==> src/design/mxp_pkg.sv <==
package mxp_pkg;

    // feature map limits
    localparam int MAX_MAP_WIDTH  = 32;
    localparam int MAX_MAP_HEIGHT = 32;
    localparam int LINE_DEPTH     = MAX_MAP_WIDTH / 2;

    // field and counter widths
    localparam int SAMPLE_W = 16;
    localparam int DIM_W    = 6;
    localparam int COL_W    = $clog2(MAX_MAP_WIDTH);
    localparam int ROW_W    = $clog2(MAX_MAP_HEIGHT);
    localparam int LIDX_W   = $clog2(LINE_DEPTH);

    // configuration port
    localparam int CFG_IDX_W  = 2;
    localparam int CFG_DATA_W = DIM_W;
    localparam logic [CFG_IDX_W-1:0] REG_MAP_WIDTH  = CFG_IDX_W'(0);
    localparam logic [CFG_IDX_W-1:0] REG_MAP_HEIGHT = CFG_IDX_W'(1);
    localparam logic [DIM_W-1:0]     DIM_RESET      = DIM_W'(24);

    // request queue between front and back
    localparam int QUEUE_DEPTH = 4;
    localparam int QPTR_W      = $clog2(QUEUE_DEPTH);
    localparam int QCNT_W      = $clog2(QUEUE_DEPTH + 1);

    // one pooling request: a horizontal pair maximum and where it goes
    typedef struct packed {
        logic signed [SAMPLE_W-1:0] pair_max;
        logic [LIDX_W-1:0]          line_idx;
        logic                       odd_row;
        logic                       last_in_map;
    } t_pool_req;

    // even, at least two, at most the limit
    function automatic logic [DIM_W-1:0] clamp_dim(input logic [DIM_W-1:0] v,
                                                   input logic [DIM_W-1:0] maxv);
        logic [DIM_W-1:0] e;
        e = {v[DIM_W-1:1], 1'b0};
        if (e < DIM_W'(2)) begin
            e = DIM_W'(2);
        end
        if (e > maxv) begin
            e = maxv;
        end
        return e;
    endfunction

endpackage

==> src/design/max_pool_2x2_stride2_top.sv <==
// o_valid rises after the odd-column sample of an odd row has passed the request
// queue and then the line store compare into the output register
// throughput: one sample per cycle while o_stall is low; a four-entry queue absorbs output stalls
// reset: synchronous, active low; map width and height return to 24, the
// raster position to the first sample; the line store is not cleared
module max_pool_2x2_stride2_top (
    input  logic                                 i_clk,
    input  logic                                 i_rst_n,
    input  logic                                 i_valid,
    input  logic signed [mxp_pkg::SAMPLE_W-1:0]  i_sample_value,
    output logic                                 o_stall,
    output logic                                 o_valid,
    output logic signed [mxp_pkg::SAMPLE_W-1:0]  o_pooled_value,
    output logic                                 o_last_in_map,
    input  logic                                 i_stall,
    input  logic                                 i_cfg_we,
    input  logic [mxp_pkg::CFG_IDX_W-1:0]        i_cfg_idx,
    input  logic [mxp_pkg::CFG_DATA_W-1:0]       i_cfg_data
);
    import mxp_pkg::*;

    logic      push;
    logic      full;
    logic      pop;
    logic      empty;
    t_pool_req front_req;
    t_pool_req back_req;

    // position tracking and pair maxima
    mxp_front u_front (
        .i_clk          (i_clk),
        .i_rst_n        (i_rst_n),
        .i_valid        (i_valid),
        .i_sample_value (i_sample_value),
        .o_stall        (o_stall),
        .i_cfg_we       (i_cfg_we),
        .i_cfg_idx      (i_cfg_idx),
        .i_cfg_data     (i_cfg_data),
        .o_push         (push),
        .o_req          (front_req),
        .i_full         (full)
    );

    // decoupling queue
    mxp_queue u_queue (
        .i_clk   (i_clk),
        .i_rst_n (i_rst_n),
        .i_push  (push),
        .i_req   (front_req),
        .o_full  (full),
        .i_pop   (pop),
        .o_empty (empty),
        .o_req   (back_req)
    );

    // line store and window result
    mxp_back u_back (
        .i_clk          (i_clk),
        .i_rst_n        (i_rst_n),
        .i_empty        (empty),
        .i_req          (back_req),
        .o_pop          (pop),
        .o_valid        (o_valid),
        .o_pooled_value (o_pooled_value),
        .o_last_in_map  (o_last_in_map),
        .i_stall        (i_stall)
    );

endmodule

==> src/design/mxp_front.sv <==
module mxp_front (
    input  logic                                 i_clk,
    input  logic                                 i_rst_n,
    input  logic                                 i_valid,
    input  logic signed [mxp_pkg::SAMPLE_W-1:0]  i_sample_value,
    output logic                                 o_stall,
    input  logic                                 i_cfg_we,
    input  logic [mxp_pkg::CFG_IDX_W-1:0]        i_cfg_idx,
    input  logic [mxp_pkg::CFG_DATA_W-1:0]       i_cfg_data,
    output logic                                 o_push,
    output mxp_pkg::t_pool_req                   o_req,
    input  logic                                 i_full
);
    import mxp_pkg::*;

    localparam logic [DIM_W-1:0] MAX_W = DIM_W'(MAX_MAP_WIDTH);
    localparam logic [DIM_W-1:0] MAX_H = DIM_W'(MAX_MAP_HEIGHT);

    logic [DIM_W-1:0]           r_width;
    logic [DIM_W-1:0]           r_height;
    logic [COL_W-1:0]           r_col;
    logic [ROW_W-1:0]           r_row;
    logic signed [SAMPLE_W-1:0] r_left;
    logic [COL_W-1:0]           n_col;
    logic [ROW_W-1:0]           n_row;
    logic                       acc;
    logic                       last_col;
    logic                       last_row;

    assign o_stall = i_full;
    assign acc     = i_valid && !i_full;

    assign last_col = (DIM_W'(r_col) + DIM_W'(1)) == r_width;
    assign last_row = (DIM_W'(r_row) + DIM_W'(1)) == r_height;

    // odd column closes a pair: hand it to the back end
    assign o_push           = acc && r_col[0];
    assign o_req.pair_max   = (i_sample_value > r_left) ? i_sample_value : r_left;
    assign o_req.line_idx   = r_col[COL_W-1:1];
    assign o_req.odd_row    = r_row[0];
    assign o_req.last_in_map = last_col && last_row;

    // raster position advance
    always_comb begin
        n_col = r_col;
        n_row = r_row;
        if (acc) begin
            if (last_col) begin
                n_col = '0;
                n_row = last_row ? '0 : r_row + ROW_W'(1);
            end else begin
                n_col = r_col + COL_W'(1);
            end
        end
    end

    // configuration and position registers
    always_ff @(posedge i_clk) begin
        if (!i_rst_n) begin
            r_width  <= DIM_RESET;
            r_height <= DIM_RESET;
            r_col    <= '0;
            r_row    <= '0;
            r_left   <= '0;
        end else if (i_cfg_we) begin
            if (i_cfg_idx == REG_MAP_WIDTH) begin
                r_width <= clamp_dim(i_cfg_data, MAX_W);
            end else if (i_cfg_idx == REG_MAP_HEIGHT) begin
                r_height <= clamp_dim(i_cfg_data, MAX_H);
            end
            r_col  <= '0;
            r_row  <= '0;
            r_left <= '0;
        end else begin
            r_col <= n_col;
            r_row <= n_row;
            if (acc && !r_col[0]) begin
                r_left <= i_sample_value;
            end
        end
    end

    // position stays inside the map
    a_col_in_map: assert property (@(posedge i_clk) disable iff (!i_rst_n)
        DIM_W'(r_col) < r_width)
        else $error("column position beyond map width");

    a_row_in_map: assert property (@(posedge i_clk) disable iff (!i_rst_n)
        DIM_W'(r_row) < r_height)
        else $error("row position beyond map height");

    // a map can only end on an odd row
    a_last_odd_row: assert property (@(posedge i_clk) disable iff (!i_rst_n)
        (o_push && o_req.last_in_map) |-> o_req.odd_row)
        else $error("end of map flagged on an even row");

endmodule

==> src/design/mxp_queue.sv <==
module mxp_queue (
    input  logic               i_clk,
    input  logic               i_rst_n,
    input  logic               i_push,
    input  mxp_pkg::t_pool_req i_req,
    output logic               o_full,
    input  logic               i_pop,
    output logic               o_empty,
    output mxp_pkg::t_pool_req o_req
);
    import mxp_pkg::*;

    t_pool_req         r_mem [QUEUE_DEPTH];
    logic [QPTR_W-1:0] r_wr_ptr;
    logic [QPTR_W-1:0] r_rd_ptr;
    logic [QCNT_W-1:0] r_count;
    logic              do_push;
    logic              do_pop;

    assign o_full  = r_count == QCNT_W'(QUEUE_DEPTH);
    assign o_empty = r_count == '0;
    assign do_push = i_push && !o_full;
    assign do_pop  = i_pop && !o_empty;
    assign o_req   = r_mem[r_rd_ptr];

    // storage
    always_ff @(posedge i_clk) begin
        if (do_push) begin
            r_mem[r_wr_ptr] <= i_req;
        end
    end

    // pointers and fill count
    always_ff @(posedge i_clk) begin
        if (!i_rst_n) begin
            r_wr_ptr <= '0;
            r_rd_ptr <= '0;
            r_count  <= '0;
        end else begin
            if (do_push) begin
                r_wr_ptr <= r_wr_ptr + QPTR_W'(1);
            end
            if (do_pop) begin
                r_rd_ptr <= r_rd_ptr + QPTR_W'(1);
            end
            if (do_push && !do_pop) begin
                r_count <= r_count + QCNT_W'(1);
            end else if (do_pop && !do_push) begin
                r_count <= r_count - QCNT_W'(1);
            end
        end
    end

    // no request is dropped on a full queue
    a_no_overflow: assert property (@(posedge i_clk) disable iff (!i_rst_n)
        o_full |-> !i_push)
        else $error("request pushed into full queue");

    a_count_bound: assert property (@(posedge i_clk) disable iff (!i_rst_n)
        r_count <= QCNT_W'(QUEUE_DEPTH))
        else $error("queue count beyond depth");

    // pointers agree with the count
    a_ptr_count: assert property (@(posedge i_clk) disable iff (!i_rst_n)
        (r_count == '0) |-> (r_wr_ptr == r_rd_ptr))
        else $error("empty queue with unequal pointers");

endmodule

==> src/design/mxp_back.sv <==
module mxp_back (
    input  logic                                 i_clk,
    input  logic                                 i_rst_n,
    input  logic                                 i_empty,
    input  mxp_pkg::t_pool_req                   i_req,
    output logic                                 o_pop,
    output logic                                 o_valid,
    output logic signed [mxp_pkg::SAMPLE_W-1:0]  o_pooled_value,
    output logic                                 o_last_in_map,
    input  logic                                 i_stall
);
    import mxp_pkg::*;

    logic signed [SAMPLE_W-1:0] r_line [LINE_DEPTH];
    logic signed [SAMPLE_W-1:0] r_pooled;
    logic                       r_last;
    logic                       r_valid;
    logic signed [SAMPLE_W-1:0] above;
    logic                       out_free;

    assign out_free = !r_valid || !i_stall;
    assign o_pop    = !i_empty && (!i_req.odd_row || out_free);
    assign above    = r_line[i_req.line_idx];

    // even-row pair maxima into the line store
    always_ff @(posedge i_clk) begin
        if (o_pop && !i_req.odd_row) begin
            r_line[i_req.line_idx] <= i_req.pair_max;
        end
    end

    // odd-row requests finish the window into the output register
    always_ff @(posedge i_clk) begin
        if (o_pop && i_req.odd_row) begin
            r_pooled <= (above > i_req.pair_max) ? above : i_req.pair_max;
            r_last   <= i_req.last_in_map;
        end
    end

    always_ff @(posedge i_clk) begin
        if (!i_rst_n) begin
            r_valid <= 1'b0;
        end else if (o_pop && i_req.odd_row) begin
            r_valid <= 1'b1;
        end else if (!i_stall) begin
            r_valid <= 1'b0;
        end
    end

    assign o_valid        = r_valid;
    assign o_pooled_value = r_pooled;
    assign o_last_in_map  = r_last;

    // a window result never overwrites one still waiting
    a_no_overwrite: assert property (@(posedge i_clk) disable iff (!i_rst_n)
        (r_valid && i_stall) |-> !(o_pop && i_req.odd_row))
        else $error("pending result overwritten");

    // line store writes never wait on the output side
    a_write_flows: assert property (@(posedge i_clk) disable iff (!i_rst_n)
        (!i_empty && !i_req.odd_row) |-> o_pop)
        else $error("line store write held back");

    a_pop_nonempty: assert property (@(posedge i_clk) disable iff (!i_rst_n)
        o_pop |-> !i_empty)
        else $error("pop from empty queue");

endmodule
==> config.mk <==
export PLATFORM = sky130hd
export DESIGN_NAME = max_pool_2x2_stride2_top
export DESIGN_NICKNAME = d
export VERILOG_FILES = /design/src/design/mxp_pkg.sv /design/src/design/max_pool_2x2_stride2_top.sv /design/src/design/mxp_front.sv /design/src/design/mxp_queue.sv /design/src/design/mxp_back.sv
export SDC_FILE = /design/constraint.sdc
export NUM_CORES = 1
export LEC_CHECK = 0
export ABC_AREA = 1
export BUFFER_PORTS_ARGS = -buffer_cell sky130_fd_sc_hd__buf_2
export CAP_MARGIN = 25
export CELL_PAD_IN_SITES_DETAIL_PLACEMENT = 1
export CELL_PAD_IN_SITES_GLOBAL_PLACEMENT = 1
export CORE_UTILIZATION = 45
export CTS_BUF_LIST = sky130_fd_sc_hd__clkbuf_16
export DETAILED_ROUTE_END_ITERATION = 10
export PLACE_DENSITY = 0.85
export SYNTH_ARGS = -nofsm -noshare
export SYNTH_HDL_FRONTEND = slang
export SYNTH_SLANG_ARGS = --single-unit
==> constraint.sdc <==
create_clock -name i_clk -period 3.8 [get_ports i_clk]
set_clock_uncertainty 0.2 [all_clocks]
set_input_delay 0.57 -clock i_clk [delete_from_list [all_inputs] [get_ports i_clk]]
set_output_delay 0.57 -clock i_clk [all_outputs]
set_load 0.005 [all_outputs]
==> flow_metrics.py <==
metrics = {
    "synthesis": {
        "ys_seq_area_share_pct": 62.73,
        "ys_warn_count": 0,
        "synth.avg_cell_area_sq_um": 9.800,
        "ys_seq_elements": 407,
        "synthesis.area_sq_um": 18750,
        "ys_types": 37,
        "synth_cells": 1913,
        "synth_nets": 1982,
    },
    "power_and_ir_drop": {
        "power_density_nw_per_um2": 931.2,
        "peakVddDrop_mv": 0.6000,
        "p_leak_nw": 9.529,
    },
    "timing": {
        "fmax_ghz": 0.2705,
        "min_period_over_period_pct": 97.27,
        "worst_pin_slew_ps": 917.1,
        "finalSetupViolCount": 0,
        "hold_viol_final": 0,
        "slew_headroom_pct": 38.71,
        "drv_slew": 0,
        "fin_crit_ps": 3696,
        "setup_ws_ps": 103.8,
    },
    "clock_tree": {
        "cts.sinks": 407,
        "clockRootBuffer": "clkbuf_16",
        "cts_buffers": 43,
        "path_clk_slew_ps": 60,
        "clk_latency_ps": 560,
        "cts.path.max_buffers": 3,
        "htree_num_levels": 2,
        "cts_tree": "built",
        "cts.hold.buffers_added": 0,
    },
    "drt": {
        "detail-route-antenna-nets": 0,
        "firstDrtPassIters": 7,
        "routedWlPerCell_um": 22.35,
        "route.met2.wl_mm": 29.69,
        "drc": 0,
        "wl_mm": 58.15,
        "avgViaCountPerCell": 5.581,
        "top_layer": "met5",
        "met1_length_mm": 21.72,
        "wl_met3_mm": 3.960,
        "drt_iter0_drc": 1252,
        "dr_total_vias": 14523,
    },
    "layout": {
        "num_antenna_cells": 0,
        "drive_gt1_share_pct": 13.19,
        "fin_nets": 2107,
        "area_growth_pct": 17.14,
        "fin_util_pct": 53.66,
    },
    "placement": {
        "place_hpwl_mm": 34.10,
        "place_ws_ps": -148.2,
        "gp_congestion": 0.8592,
        "portBuffers": 46,
    },
    "floorplanning": {
        "die_x_um": 206.1,
        "die-area_sq_um": 42480,
        "placeableCoreArea_sq_um": 40920,
        "die_h_um": 206.1,
        "start_util_pct": 45.81,
        "io_pins": 48,
        "rows": 74,
    },
    "status": {
        "status": "finished clean",
    },
    "grt": {
        "grt_antenna_before_repair": 1,
        "grt_overflow": 0,
        "grt_max_degree": 76,
        "grt_pass1_wl_mm": 82.81,
        "grt_pass1_vias": 15173,
        "grt_util_all_layers_pct": 25.83,
    },
    "run": {
        "maxCapViolCount": 0,
    },
    "critical_path": {
        "required_ps": 3900,
        "critPathKind": "flip-flop to flip-flop",
        "crit_arrival_ps": 3800,
        "critPathLaunchType": "flip-flop",
        "critPathCaptureType": "flip-flop",
        "cp_max_fo": 14,
    },
    "worst_hold_path": {
        "hp-class": "primary input to flip-flop",
    },
}
==> worst paths after layout <==
| check | startpoint | to | slack, ps | depth (start not counted) |
|---|---|---|---|---|
| max reg2reg | flip-flop | u_back.o_pooled_value[15] | 100 | 24 |
| min | i_cfg_data[4] | u_front.r_height[4] | 110 | 3 |
| min reg2reg | u_front.r_left[8] | u_front.r_left[8] | 270 | 2 |
| max | flip-flop | u_back.o_pooled_value[15] | 100 | 24 |
==> where the power goes <==
group	leakage (nW)	switching, mW	internal (mW)
Combinational	5.19	6.81	3.22
Sequential	3.65	0.213	6.15
Clock	0.680	1.79	2.27
==> state kept, by name (all words and copies together), names as in the netlist, named ones only <==
register               flops
u_front.r_col              5
u_back.r_line            256
u_front.r_left            16
u_back.o_pooled_value     16
u_front.r_height           5
u_queue.r_wr_ptr           2
u_queue.r_count            3
u_back.o_last_in_map       1
u_queue.r_rd_ptr           2
u_back.o_valid             1
u_front.r_row              5
u_front.r_width            5
u_queue.r_mem             88
==> Yosys cell counts <==
cell type  instances  area [sq um]
or2_2              1         6.260
nor3_1             5         25.02
a32oi_1           15         131.4
buf_1              8         30.03
o21ai_1            6         30.03
o2111ai_1          2         17.52
nand3_4            2         35.03
nor2_2            16         100.1
clkbuf_1          34         127.6
buf_6              3         33.78
a31oi_1            3         18.77
fa_1               1         20.02
xor2_1             8         70.07
nand3_2            1         10.01
buf_2             35         175.2
nor2_1            60         225.2
nand3_1           41         205.2
buf_4              2         15.01
inv_1            214         803.3
xnor2_1            2         17.52
nand3b_1          99         743.2
a21o_1             1         7.510
a21oi_1           60         300.3
o211ai_1           2         15.01
nand2_2            3         18.77
nor3_2             1         10.01
inv_4              2         12.51
edfxtp_1         361         10840
dfxtp_1           46         920.9
ha_1              39         488.0
inv_2              1         3.750
nand2_1          759          2849
nand4_1           23         143.9
a21oi_2            1         8.760
o22ai_1            2         12.51
o21ai_0           53         265.3
nand2_4            1         11.26
==> metrics by stage <==
step	area [sq um]	hold slack [ps]	setup TNS [ps]	total power, mW	cells
final	21960	107.2	0	20.45	2602
after global routing	21960	120.8	-689.3	21.35	2602
after CTS	21480	93.60	0	19.33	2581
after detailed placement	20160	266.4	-2099	15.09	2504
after global placement	20160	252.4	0	14.54	2504
after floorplan	18750	236.2	0	11.57	1913
==> kinds of logic after synthesis <==
kind of cell               share of synthesized area, %
xor gates and xnor gates                         0.4672
adders and majority gates                         2.710
and+or+nand+nor                                   23.38
AOI/OAI and AO/OA                                 4.305
DFF                                               62.73
buffers and inverters                             6.407
==> metal layers <==
metal,GRT usage (%),up-vias
met5,0,-
met4,12.05,2
met3,4.021,173
met2,47.11,610
met1,29.48,7200
li1,-,6538
==> placed cells by master, fill, tap and decap left out, types with 3 or more instances in the layout <==
cell type   count
nand2_1       756
edfxtp_1      361
inv_1         223
nand3b_1       99
buf_4          84
a21oi_1        57
nor2_1         52
o21ai_0        51
clkbuf_16      51
buf_2          46
dfxtp_1        44
nand3_1        40
ha_1           37
nand4_1        23
nor2_2         22
a32oi_1        14
buf_12         10
o21ai_1         8
xor2_1          8
clkinv_2        8
buf_6           7
clkinv_1        6
nor3_1          5
nand2_2         5
buf_16          5
inv_6           4
a21oi_2         4
clkinvlp_4      4
inv_4           3
a31oi_1         3
bufinv_16       3
==> layout make-up <==
class	count	area [sq um]
fillers	4553	18960
clock inverters	34	246.5
clock buffers	43	1076
repair buffers	161	1483
flip-flops and latches	407	11770
inverters	217	827.0
well taps	532	665.6
multi-input cells	1208	5897
==> worst max-delay path, stage by stage, from the launching register on <==
cell and delay, ps:
dfxtp_4 380, inv_6 120, nand2_2 70, nand3_4 170, nand2_8 160, clkbuf_16 230, o21ai_0 250, nand2_1 110
nand2_1 90, nand2_1 60, nand2_1 80, nor2_2 60, ha_1 270, nand2_1 80, inv_1 60, nand2_1 50
nand2_1 120, nand2_1 80, nand2_1 60, nand2_1 80, a21oi_2 210, nor2_4 80, buf_6 150, o21ai_1 90
nand2_1 80
==> timing repair <==
item,4_1_cts,5_1_grt
resized for setup,3,29
hold endpoints to repair,0,0
gates cloned,0,12
endpoints found under the setup margin,16,16
pin swaps,0,5
buffers inserted,0,9
Power figures use the tool's default switching activity.
